File: src/rtl/ttmd_pkg.sv
`timescale 1ns / 1ps
`default_nettype none

package ttmd_pkg;

    localparam int TRACKS_DEF      = 9;
    localparam int DELAY_DEPTH_DEF = 32;
    localparam int GUARD_DEF       = 30;

    localparam int MAX_TRACKS = 16;
    localparam int RAW_W      = 16;
    localparam int SEL_W      = 4;
    localparam int MAP_W      = 36;
    localparam int MAP_EXT_W  = SEL_W * MAX_TRACKS;
    localparam int GLITCH_W   = 5;
    localparam int RUN_W      = 6;
    localparam int GUARD_W    = 5;
    localparam int CFG_IDX_W  = 1;
    localparam int QUEUE_DEPTH = 2;

    localparam logic [MAP_W-1:0]     MAP_RESET = 36'h876543210;
    localparam logic [RUN_W-1:0]     RUN_SAT   = 6'd63;

    localparam logic [CFG_IDX_W-1:0] REG_CHANNEL_MAP = 1'd0;
    localparam logic [CFG_IDX_W-1:0] REG_GLITCH_MAX  = 1'd1;

    // one classified sample handed from the front end to the back end
    typedef struct packed {
        logic [MAX_TRACKS-1:0]               sample;
        logic [MAX_TRACKS-1:0][GLITCH_W-1:0] refill_len;
        logic                                last;
    } ttmd_rec_t;

endpackage

`default_nettype wire

File: src/rtl/ttmd_front.sv
`timescale 1ns / 1ps
`default_nettype none

module ttmd_front #(
    parameter int TRACKS = ttmd_pkg::TRACKS_DEF,
    parameter int GUARD  = ttmd_pkg::GUARD_DEF
) (
    input  wire logic                           aclk,
    input  wire logic                           aresetn,
    input  wire logic                           cfg_valid,
    output logic                                cfg_ready,
    input  wire logic [ttmd_pkg::CFG_IDX_W-1:0] cfg_index,
    input  wire logic [ttmd_pkg::MAP_W-1:0]     cfg_data,
    input  wire logic                           s_tvalid,
    output logic                                s_tready,
    input  wire logic [ttmd_pkg::RAW_W-1:0]     s_tdata,
    input  wire logic                           s_tlast,
    input  wire logic                           q_ready,
    output logic                                q_push,
    output ttmd_pkg::ttmd_rec_t                 q_rec
);

    logic [ttmd_pkg::MAP_W-1:0]    chan_map_reg;
    logic [ttmd_pkg::GLITCH_W-1:0] refill_limit_reg;
    logic [TRACKS-1:0]             prev_reg, prev_next;
    logic [TRACKS-1:0]             open_reg, open_next;
    logic [TRACKS-1:0][ttmd_pkg::RUN_W-1:0] run_len_reg, run_len_next;
    logic [ttmd_pkg::GUARD_W-1:0]  guard_cnt_reg, guard_cnt_next;

    logic [ttmd_pkg::MAP_EXT_W-1:0] map_ext;
    logic [TRACKS-1:0]              mapped;
    logic [TRACKS-1:0]              cur;
    logic                           in_guard;
    logic                           accept;

    assign cfg_ready = 1'b1;
    assign s_tready  = q_ready;
    assign accept    = s_tvalid && q_ready;
    assign q_push    = accept;

    // fields above the register read as zero, i.e. raw bit 0
    assign map_ext  = {{(ttmd_pkg::MAP_EXT_W - ttmd_pkg::MAP_W){1'b0}}, chan_map_reg};
    assign in_guard = guard_cnt_reg < ttmd_pkg::GUARD_W'(GUARD);

    always_comb begin
        for (int t = 0; t < TRACKS; t++) begin
            mapped[t] = s_tdata[map_ext[ttmd_pkg::SEL_W*t +: ttmd_pkg::SEL_W]];
        end
        cur = in_guard ? '1 : mapped;
    end

    always_comb begin
        q_rec              = '0;
        q_rec.sample[TRACKS-1:0] = cur;
        q_rec.last         = s_tlast;
        open_next          = open_reg;
        run_len_next       = run_len_reg;
        for (int t = 0; t < TRACKS; t++) begin
            if (prev_reg[t] && !cur[t]) begin
                open_next[t]    = 1'b1;
                run_len_next[t] = ttmd_pkg::RUN_W'(1);
            end else if (!cur[t]) begin
                if (open_reg[t] && run_len_reg[t] < ttmd_pkg::RUN_SAT) begin
                    run_len_next[t] = run_len_reg[t] + ttmd_pkg::RUN_W'(1);
                end
            end else if (!prev_reg[t] && open_reg[t]) begin
                // rising edge closes the run; refill only short ones
                if (run_len_reg[t] <= ttmd_pkg::RUN_W'(refill_limit_reg)) begin
                    q_rec.refill_len[t] = run_len_reg[t][ttmd_pkg::GLITCH_W-1:0];
                end
                open_next[t]    = 1'b0;
                run_len_next[t] = '0;
            end
        end
        prev_next      = cur;
        guard_cnt_next = in_guard ? guard_cnt_reg + ttmd_pkg::GUARD_W'(1) : guard_cnt_reg;
    end

    always_ff @(posedge aclk) begin
        if (!aresetn) begin
            chan_map_reg     <= ttmd_pkg::MAP_RESET;
            refill_limit_reg <= '0;
            prev_reg         <= '1;
            open_reg         <= '0;
            run_len_reg      <= '0;
            guard_cnt_reg    <= '0;
        end else begin
            if (cfg_valid) begin
                unique case (cfg_index)
                    ttmd_pkg::REG_CHANNEL_MAP: chan_map_reg <= cfg_data;
                    ttmd_pkg::REG_GLITCH_MAX:
                        refill_limit_reg <= cfg_data[ttmd_pkg::GLITCH_W-1:0];
                    default: ;
                endcase
            end
            if (accept) begin
                if (s_tlast) begin
                    prev_reg      <= '1;
                    open_reg      <= '0;
                    run_len_reg   <= '0;
                    guard_cnt_reg <= '0;
                end else begin
                    prev_reg      <= prev_next;
                    open_reg      <= open_next;
                    run_len_reg   <= run_len_next;
                    guard_cnt_reg <= guard_cnt_next;
                end
            end
        end
    end

endmodule

`default_nettype wire

File: src/rtl/ttmd_queue.sv
`timescale 1ns / 1ps
`default_nettype none

module ttmd_queue (
    input  wire logic          aclk,
    input  wire logic          aresetn,
    input  wire logic          push,
    input  wire ttmd_pkg::ttmd_rec_t push_rec,
    output logic               push_ready,
    input  wire logic          pop,
    output logic               pop_valid,
    output ttmd_pkg::ttmd_rec_t pop_rec
);

    localparam int PTR_W = $clog2(ttmd_pkg::QUEUE_DEPTH);
    localparam int CNT_W = $clog2(ttmd_pkg::QUEUE_DEPTH + 1);

    ttmd_pkg::ttmd_rec_t mem_reg [ttmd_pkg::QUEUE_DEPTH];
    logic [PTR_W-1:0] wr_ptr_reg, wr_ptr_next;
    logic [PTR_W-1:0] rd_ptr_reg, rd_ptr_next;
    logic [CNT_W-1:0] cnt_reg, cnt_next;

    assign push_ready = cnt_reg != CNT_W'(ttmd_pkg::QUEUE_DEPTH);
    assign pop_valid  = cnt_reg != '0;
    assign pop_rec    = mem_reg[rd_ptr_reg];

    always_comb begin
        wr_ptr_next = wr_ptr_reg;
        rd_ptr_next = rd_ptr_reg;
        cnt_next    = cnt_reg;
        if (push) begin
            wr_ptr_next = (wr_ptr_reg == PTR_W'(ttmd_pkg::QUEUE_DEPTH - 1)) ?
                          '0 : wr_ptr_reg + PTR_W'(1);
        end
        if (pop) begin
            rd_ptr_next = (rd_ptr_reg == PTR_W'(ttmd_pkg::QUEUE_DEPTH - 1)) ?
                          '0 : rd_ptr_reg + PTR_W'(1);
        end
        if (push && !pop) begin
            cnt_next = cnt_reg + CNT_W'(1);
        end else if (pop && !push) begin
            cnt_next = cnt_reg - CNT_W'(1);
        end
    end

    always_ff @(posedge aclk) begin
        if (!aresetn) begin
            wr_ptr_reg <= '0;
            rd_ptr_reg <= '0;
            cnt_reg    <= '0;
        end else begin
            wr_ptr_reg <= wr_ptr_next;
            rd_ptr_reg <= rd_ptr_next;
            cnt_reg    <= cnt_next;
        end
    end

    always_ff @(posedge aclk) begin
        if (push) begin
            mem_reg[wr_ptr_reg] <= push_rec;
        end
    end

endmodule

`default_nettype wire

File: src/rtl/ttmd_back.sv
`timescale 1ns / 1ps
`default_nettype none

module ttmd_back #(
    parameter int TRACKS      = ttmd_pkg::TRACKS_DEF,
    parameter int DELAY_DEPTH = ttmd_pkg::DELAY_DEPTH_DEF,
    parameter int DATA_W      = ((TRACKS + 7) / 8) * 8
) (
    input  wire logic              aclk,
    input  wire logic              aresetn,
    input  wire logic              q_valid,
    input  wire ttmd_pkg::ttmd_rec_t q_rec,
    output logic                   q_pop,
    output logic                   m_tvalid,
    input  wire logic              m_tready,
    output logic [DATA_W-1:0]      m_tdata,
    output logic                   m_tlast
);

    localparam int POS_W = $clog2(DELAY_DEPTH);
    localparam int CNT_W = $clog2(DELAY_DEPTH + 1);
    localparam int CMP_W = 8;

    logic [TRACKS-1:0] line_reg [DELAY_DEPTH];
    logic [TRACKS-1:0] line_next [DELAY_DEPTH];
    logic [TRACKS-1:0] line_mod [DELAY_DEPTH];
    logic [CNT_W-1:0]  fill_reg, fill_next;
    logic [CNT_W-1:0]  rem_reg, rem_next;
    logic              drain_reg, drain_next;
    logic              out_valid_reg, out_valid_next;
    logic [TRACKS-1:0] out_data_reg, out_data_next;
    logic              out_last_reg, out_last_next;

    logic              out_free;
    logic [POS_W-1:0]  pos;
    logic              full;
    logic [POS_W-1:0]  age;

    assign m_tvalid = out_valid_reg;
    assign m_tdata  = DATA_W'(out_data_reg);
    assign m_tlast  = out_last_reg;

    assign out_free = !out_valid_reg || m_tready;
    assign q_pop    = q_valid && !drain_reg && out_free;
    assign pos      = (fill_reg >= CNT_W'(DELAY_DEPTH - 1)) ?
                      POS_W'(DELAY_DEPTH - 1) : fill_reg[POS_W-1:0];
    assign full     = pos == POS_W'(DELAY_DEPTH - 1);

    // push the new sample, then refill the last len held samples of each closed run
    always_comb begin
        age = '0;
        for (int j = 0; j < DELAY_DEPTH; j++) begin
            line_mod[j] = (POS_W'(j) == pos) ? q_rec.sample[TRACKS-1:0] : line_reg[j];
            if (POS_W'(j) < pos) begin
                age = pos - POS_W'(j);
                for (int t = 0; t < TRACKS; t++) begin
                    if (CMP_W'(age) <= CMP_W'(q_rec.refill_len[t])) begin
                        line_mod[j][t] = 1'b1;
                    end
                end
            end
        end
    end

    always_comb begin
        for (int j = 0; j < DELAY_DEPTH; j++) begin
            line_next[j] = line_reg[j];
        end
        fill_next      = fill_reg;
        rem_next       = rem_reg;
        drain_next     = drain_reg;
        out_valid_next = out_valid_reg && !m_tready;
        out_data_next  = out_data_reg;
        out_last_next  = out_last_reg;
        if (q_pop) begin
            if (q_rec.last) begin
                for (int j = 0; j < DELAY_DEPTH; j++) begin
                    line_next[j] = line_mod[j];
                end
                drain_next = 1'b1;
                rem_next   = CNT_W'(pos) + CNT_W'(1);
            end else if (full) begin
                out_valid_next = 1'b1;
                out_data_next  = line_mod[0];
                out_last_next  = 1'b0;
                for (int j = 0; j < DELAY_DEPTH - 1; j++) begin
                    line_next[j] = line_mod[j + 1];
                end
                fill_next = CNT_W'(pos);
            end else begin
                for (int j = 0; j < DELAY_DEPTH; j++) begin
                    line_next[j] = line_mod[j];
                end
                fill_next = CNT_W'(pos) + CNT_W'(1);
            end
        end else if (drain_reg && out_free) begin
            out_valid_next = 1'b1;
            out_data_next  = line_reg[0];
            out_last_next  = rem_reg == CNT_W'(1);
            for (int j = 0; j < DELAY_DEPTH - 1; j++) begin
                line_next[j] = line_reg[j + 1];
            end
            rem_next = rem_reg - CNT_W'(1);
            if (rem_reg == CNT_W'(1)) begin
                drain_next = 1'b0;
                fill_next  = '0;
            end
        end
    end

    always_ff @(posedge aclk) begin
        if (!aresetn) begin
            fill_reg      <= '0;
            rem_reg       <= '0;
            drain_reg     <= 1'b0;
            out_valid_reg <= 1'b0;
            out_last_reg  <= 1'b0;
        end else begin
            fill_reg      <= fill_next;
            rem_reg       <= rem_next;
            drain_reg     <= drain_next;
            out_valid_reg <= out_valid_next;
            out_last_reg  <= out_last_next;
        end
    end

    always_ff @(posedge aclk) begin
        out_data_reg <= out_data_next;
        for (int j = 0; j < DELAY_DEPTH; j++) begin
            line_reg[j] <= line_next[j];
        end
    end

endmodule

`default_nettype wire

File: src/rtl/tape_track_map_and_deglitch_unit.sv
// latency: a sample leaves once DELAY_DEPTH-1 later samples have entered; the transaction that
//   pushes it out passes the queue stage, and the sample then leaves through the output register
// throughput: one sample per cycle while the sink keeps up and no drain is running
// a tlast sample drains n results, one per cycle unless stalled, n = samples held (<= DELAY_DEPTH)
// reset (aresetn low, synchronous): clears run tracking, guard count, fill count,
//   queue and output; the channel map and the refill limit return to their defaults
`timescale 1ns / 1ps
`default_nettype none

module tape_track_map_and_deglitch_unit #(
    parameter int TRACKS      = ttmd_pkg::TRACKS_DEF,
    parameter int DELAY_DEPTH = ttmd_pkg::DELAY_DEPTH_DEF,
    parameter int GUARD       = ttmd_pkg::GUARD_DEF,
    parameter int DATA_W      = ((TRACKS + 7) / 8) * 8
) (
    input  wire logic                           aclk,
    input  wire logic                           aresetn,
    input  wire logic                           cfg_valid,
    output logic                                cfg_ready,
    input  wire logic [ttmd_pkg::CFG_IDX_W-1:0] cfg_index,
    input  wire logic [ttmd_pkg::MAP_W-1:0]     cfg_data,
    input  wire logic                           s_tvalid,
    output logic                                s_tready,
    input  wire logic [ttmd_pkg::RAW_W-1:0]     s_tdata,   // [15:0] raw_sample
    input  wire logic                           s_tlast,   // end_of_stream
    output logic                                m_tvalid,
    input  wire logic                           m_tready,
    output logic [DATA_W-1:0]                   m_tdata,   // [TRACKS-1:0] clean_sample, rest zero
    output logic                                m_tlast    // final_result
);

    ttmd_pkg::ttmd_rec_t push_rec;
    ttmd_pkg::ttmd_rec_t pop_rec;
    logic                q_push;
    logic                q_ready;
    logic                q_pop;
    logic                q_valid;

    ttmd_front #(
        .TRACKS (TRACKS),
        .GUARD  (GUARD)
    ) u_front (
        .aclk      (aclk),
        .aresetn   (aresetn),
        .cfg_valid (cfg_valid),
        .cfg_ready (cfg_ready),
        .cfg_index (cfg_index),
        .cfg_data  (cfg_data),
        .s_tvalid  (s_tvalid),
        .s_tready  (s_tready),
        .s_tdata   (s_tdata),
        .s_tlast   (s_tlast),
        .q_ready   (q_ready),
        .q_push    (q_push),
        .q_rec     (push_rec)
    );

    ttmd_queue u_queue (
        .aclk       (aclk),
        .aresetn    (aresetn),
        .push       (q_push),
        .push_rec   (push_rec),
        .push_ready (q_ready),
        .pop        (q_pop),
        .pop_valid  (q_valid),
        .pop_rec    (pop_rec)
    );

    ttmd_back #(
        .TRACKS      (TRACKS),
        .DELAY_DEPTH (DELAY_DEPTH),
        .DATA_W      (DATA_W)
    ) u_back (
        .aclk     (aclk),
        .aresetn  (aresetn),
        .q_valid  (q_valid),
        .q_rec    (pop_rec),
        .q_pop    (q_pop),
        .m_tvalid (m_tvalid),
        .m_tready (m_tready),
        .m_tdata  (m_tdata),
        .m_tlast  (m_tlast)
    );

endmodule

`default_nettype wire

File: config.mk
export PLATFORM = sky130hd
export DESIGN_NAME = tape_track_map_and_deglitch_unit
export DESIGN_NICKNAME = d
export VERILOG_FILES = /design/src/rtl/ttmd_pkg.sv /design/src/rtl/ttmd_front.sv /design/src/rtl/ttmd_queue.sv /design/src/rtl/ttmd_back.sv /design/src/rtl/tape_track_map_and_deglitch_unit.sv
export SDC_FILE = /design/constraint.sdc
export NUM_CORES = 2
export LEC_CHECK = 0
export BUFFER_PORTS_ARGS = -buffer_cell sky130_fd_sc_hd__buf_4
export CORE_MARGIN = 4
export CORE_UTILIZATION = 49
export CTS_CLUSTER_DIAMETER = 80
export DETAILED_ROUTE_END_ITERATION = 12
export HOLD_SLACK_MARGIN = 0.12
export SYNTH_ARGS = -nofsm -noshare
export SYNTH_HDL_FRONTEND = slang
export SYNTH_SLANG_ARGS = --single-unit
export TNS_END_PERCENT = 30
File: constraint.sdc
create_clock -name aclk -period 11.1 [get_ports aclk]
set_input_delay 2.22 -clock aclk [delete_from_list [all_inputs] [get_ports aclk]]
set_output_delay 2.22 -clock aclk [all_outputs]
set_load 0.02 [all_outputs]
* Word level (Yosys, flattened, before mapping) *
Memory sizes are Yosys's and may differ from the RTL's. A register that Yosys moved wholly into a read port is not among the register bits.
Cells that the tools add are included.

word-level totals
  output and inout port bits = 20
  input port bits = 59
  memories = 2
  register bits after elaboration = 146
  bits in writable memories = 398

cells by class
  eq/ne operators = 46
  $lt $le $gt $ge = 349
  add/sub/neg operators = 47
  reduce and logical (&&, ||, !) cells = 116
  mux-type cells = 514
  bitwise logic cells = 1

memory list
  name             words  width  rd ports  clocked after Yosys merged registers in  write ports  RTL line          source
  u_back.line_reg  32     9      32        0                                        32           ttmd_back.sv:24   logic [TRACKS-1:0] line_reg [DELAY_DEPTH];
  u_queue.mem_reg  2      55     1         1                                        1            ttmd_queue.sv:18  ttmd_pkg::ttmd_rec_t mem_reg [ttmd_pkg::QUEUE_DEPTH];

operators by type and width
  kind                 number
  $le 5x5->1           288
  $mux 279             3
  $mux 9               73
  $mux 1               342
  $mux 288             1
  $mux 6               44
  $mux 5               39
  $eq 5x5->1 const A   16
  $lt 5x5->1 const A   16
  $sub 5x5->5 const B  16
  $reduce_and 3->1     21
  $add 6x1->6 const B  9
  $le 6x5->1           9
  $lt 6x6->1 const B   9
  $mux 54              1
  $reduce_bool 3->1    18
  $lt 4x5->1 const B   9
  $eq 4x5->1 const A   8
  $lt 4x5->1 const A   8
  $sub 5x4->5 const B  8
  $bmux 1 s4           9
  $ne 4x4->1 const B   9
  $reduce_bool 4->1    9
  $logic_and 1x1->1    34
  other kinds (28)     74

* Longest topological paths before layout *
  depth in word-level cells = 9
  gate-level depth with buffers = 15
  mapped depth without buffers = 12

* Hierarchy *
Synthesis repeated with hierarchy kept, for this count alone.

unflattened totals
  cell total of the unflattened synthesis = 5855
  area total of the unflattened synthesis = 53849.1 um^2

modules (own cells, without submodules)
  module      cells each  instances  area each (um^2)
  ttmd_back   4458        1          37613.6
  ttmd_front  1073        1          8899.8
  ttmd_queue  324         1          7335.8

* Worst setup path after synthesis *
Ideal clock, no wire load.

  kind = input to register
  from = input port m_tready
  to = memory u_back.line_reg[0][0] (netlist name) (enable)
  cell stages on the path = 6
  library setup time = 653 ps
  path slack = 1170 ps
  path buffers = 2
  data required time = 10447 ps
  data arrival time = 9278 ps
  cells stage by stage = nor2b_1 -> nor3_1 -> inv_2 -> clkbuf_1 -> buf_1 -> nand2_1

RTL lines
  item             RTL line                                source
  start, declared  tape_track_map_and_deglitch_unit.sv:27  input wire logic m_tready,
  end, declared    ttmd_back.sv:24

==> flow_metrics.py <==
metrics = {
    "logic_synthesis": {
        "netlist-cell-type-count": 85,
        "asyncSetResetFlopFracSynth_pct": 0,
        "mappedNetlistArea_mm2": 0.0461,
        "synth_edf_count": 407,
        "ys_warn_count": 0,
        "synth_seq_area_share_pct": 32.5,
        "syn_area_cell_um2": 9.08,
        "post_synthesis_cell_count": 5078,
        "synth_seq_cells": 545,
        "primary_flip_flop_cell_chosen_by_synthesis_mapping": "edfxtp_1",
    },
    "cts": {
        "clock-sinks": 545,
        "cts-buffers-inserted": 69,
        "cts.hold.buffers_added": 0,
        "cts_tree": "built",
        "cts_max_path_buffers": 3,
        "clock_tree.htree_level_count": 3,
        "insertion_delay_ns": 0.67,
        "clkTransAtPathRegs_ns": 0.06,
        "postCtsSetupRepairBufs": 0,
        "clock-root-buffer": "clkbuf_16",
        "cts_resized": 0,
    },
    "run_status": {
        "outcome": "finished with violations",
        "failed_checks": "max-capacitance violations, max-slew violations",
    },
    "global_route": {
        "antenna_found_initial": 8,
        "largest_net_degree_at_the_start_of_global_routing": 170,
        "grt_overflow": 0,
        "grt_first_pass_wirelength_um": 289000,
        "globalRouteTotalUtil_pct": 40.0,
        "first_global_vias": 41300,
    },
    "die": {
        "die_height_um": 315,
        "initial_utilization_pct": 49.4,
        "die_w_um": 315,
        "core_area_mm2": 0.0933,
        "io_pins": 79,
        "num_rows": 112,
        "floorplan.die_area_mm2": 0.0991,
    },
    "sta": {
        "slew_headroom_pct": -1.08,
        "finalMaxSlewViolations": 1,
        "report.final.setup_viol": 0,
        "skew_ns": 0.0289,
        "hold_viol": 0,
        "post-route-min-period_ns": 5.46,
        "clock.fmax_mhz": 183,
        "grt_setup_unrepaired": "false",
        "worst_pin_slew_ns": 1.50,
        "aggregate_negative_setup_slack_ns": 0,
        "min_period_over_period_pct": 49.2,
    },
    "layout": {
        "post-route-util_pct": 54.2,
        "fill_count": 8684,
        "flip_flop_count_of_the_largest_register_all_copies_and_words_added": 288,
        "final_design_area_no_fill_mm2": 0.0506,
        "net_count_of_the_finished_layout": 5737,
        "final_common_cell": "nand2_1",
        "share_of_final_layout_standard_cells_stronger_than_drive_strength_1_pct": 10.0,
        "layout.cells.most_common_list": "nand2_1 (704), ha_1 (625), a21oi_1 (455), edfxtp_1 (407), nor2_1 (271)",
        "finalNonFillerCells": 6367,
        "synthesis_to_finish_area_growth_pct": 9.78,
    },
    "routing": {
        "drt_pre_antenna_iters": 10,
        "routed_via_density": 7.08,
        "wl_um": 204000,
        "post_drt_wl_per_cell_um": 32.1,
        "route.vias.total": 45100,
        "wl_met2_um": 85200,
        "final_antenna_net_count": 0,
        "drt-initial-drc-count": 6204,
        "drc": 0,
        "met3WireLength_um": 22700,
        "m1WireLength_um": 75000,
        "route.top_layer_used": "met5",
    },
    "power_and_ir_drop": {
        "power_mw": 15.2,
        "ir_drop_uv": 324,
        "power_density_mw_per_mm2": 299,
        "power.leakage_nw": 20.6,
    },
    "setup_path": {
        "critical_path.endpoint_type": "flip-flop",
        "reg2reg_slack_ns": 5.64,
        "worst_setup_path_startpoint": "u_back.fill_reg[4]",
        "worstReg2RegEnd": "u_back.line_reg[0][83]",
        "startpoint_type": "flip-flop",
        "reg2reg_from": "u_back.fill_reg[4]",
        "setup.worst_path.class": "flip-flop to flip-flop",
        "reg2reg_depth": 9,
        "critPathRequiredTime_ns": 11.60,
        "timing.critical_path.fanout_max": 19,
        "critical_path_arrival_ns": 5.96,
    },
    "placed_design": {
        "placement.cell_area_mm2": 0.0484,
        "place.gp.congestion": 1.02,
        "placement.io_buffers": 70,
        "detailedPlacementHpwl_um": 145000,
        "dp.cells": 6236,
    },
    "worst_hold_path": {
        "hold_path.class": "flip-flop to flip-flop",
        "worstHoldStart": "u_front.refill_limit_reg[3]",
        "worst_hold_path.endpoint": "u_front.refill_limit_reg[3]",
        "hold_path_depth": 2,
    },
    "run": {
        "max_cap_violations": 1,
    },
}
stage by stage:
stage / hold WS, ns / setup WS [ns]
2_1_floorplan: 0.436 / 1.17
5_1_grt: 0.486 / 5.63
6_report: 0.457 / 5.64
4_1_cts: 0.454 / 5.98
3_5_place_dp: 0.446 / 5.63
3_3_place_gp: 0.443 / 5.68
cell families after synthesis:
| family | synth area share, % |
|---|---|
| AO/OA/AOI/OAI | 25.4 |
| AND/OR/NAND/NOR | 16.7 |
| adder cells (fa/ha/maj) | 17.0 |
| flip-flops | 32.5 |
| buffers and inverters | 3.32 |
| multiplexers | 3.88 |
| XOR/XNOR | 1.16 |
| other | 0.0163 |
layer usage:
metal  vias up  GRT usage (%)
met2      3096           58.8
met3       909           9.94
li1      19700              -
met4         4           33.3
met5         -              0
met1     21300           49.3
how the worst max path moves through the flow:
stage | end | slack, ns | cells after the start
floorplan | u_back.line_reg[0][0] | 1.17 | 6
global placement | u_back.line_reg[1][53] | 5.68 | 8
detailed placement | u_back.line_reg[0][62] | 5.63 | 8
CTS | u_back.line_reg[0][88] | 5.98 | 9
global route | u_back.line_reg[0][83] | 5.63 | 9
finish | u_back.line_reg[0][83] | 5.64 | 9
cell type report:
| cell class | instances | area, um2 | share of cell area [%] |
|---|---|---|---|
| inverter | 115 | 439 | 0.868 |
| sequential | 545 | 15000 | 29.6 |
| tap | 1254 | 1570 | 3.10 |
| multi-input combinational | 4146 | 30000 | 59.3 |
| clock inverter | 30 | 330 | 0.653 |
| clock buffer | 95 | 1900 | 3.75 |
| timing repair buffer | 176 | 1350 | 2.66 |
| antenna | 6 | 15.0 | 0.0297 |
synthesized netlist by cell type (all sizes together) (83+ instances only):
| cell | instances | area share (%) |
|---|---|---|
| a21o | 180 | 2.9 |
| a21oi | 458 | 5.0 |
| a31oi | 106 | 1.4 |
| and2 | 84 | 1.1 |
| clkbuf | 246 | 2.0 |
| dfxtp | 138 | 6.0 |
| edfxtp | 407 | 27 |
| ha | 625 | 17 |
| inv | 113 | 0.92 |
| nand2 | 707 | 5.8 |
| nand3 | 152 | 1.7 |
| nand4 | 87 | 1.2 |
| nor2 | 277 | 2.3 |
| o21ai | 252 | 2.7 |
| o221a | 83 | 2.0 |
| o221ai | 197 | 3.7 |
power by group:
| group | internal, mW | total [mW] | leakage (nW) | switching (mW) |
|---|---|---|---|---|
| logic | 3.01 | 8.92 | 14.5 | 5.91 |
| clock network | 1.30 | 2.30 | 1.09 | 0.999 |
| registers | 3.39 | 3.93 | 4.96 | 0.541 |
worst max-delay path: stages (launching register included):
cell and delay, ns:
dfxtp_1 0.97, or2_2 0.70, inv_1 0.42, ha_1 0.42, nand2_1 0.92, nand2_1 0.94
a21oi_1 0.36, a21oi_1 0.13, mux2_2 0.27, o21ai_0 0.15
Power figures use the tool's default switching activity.
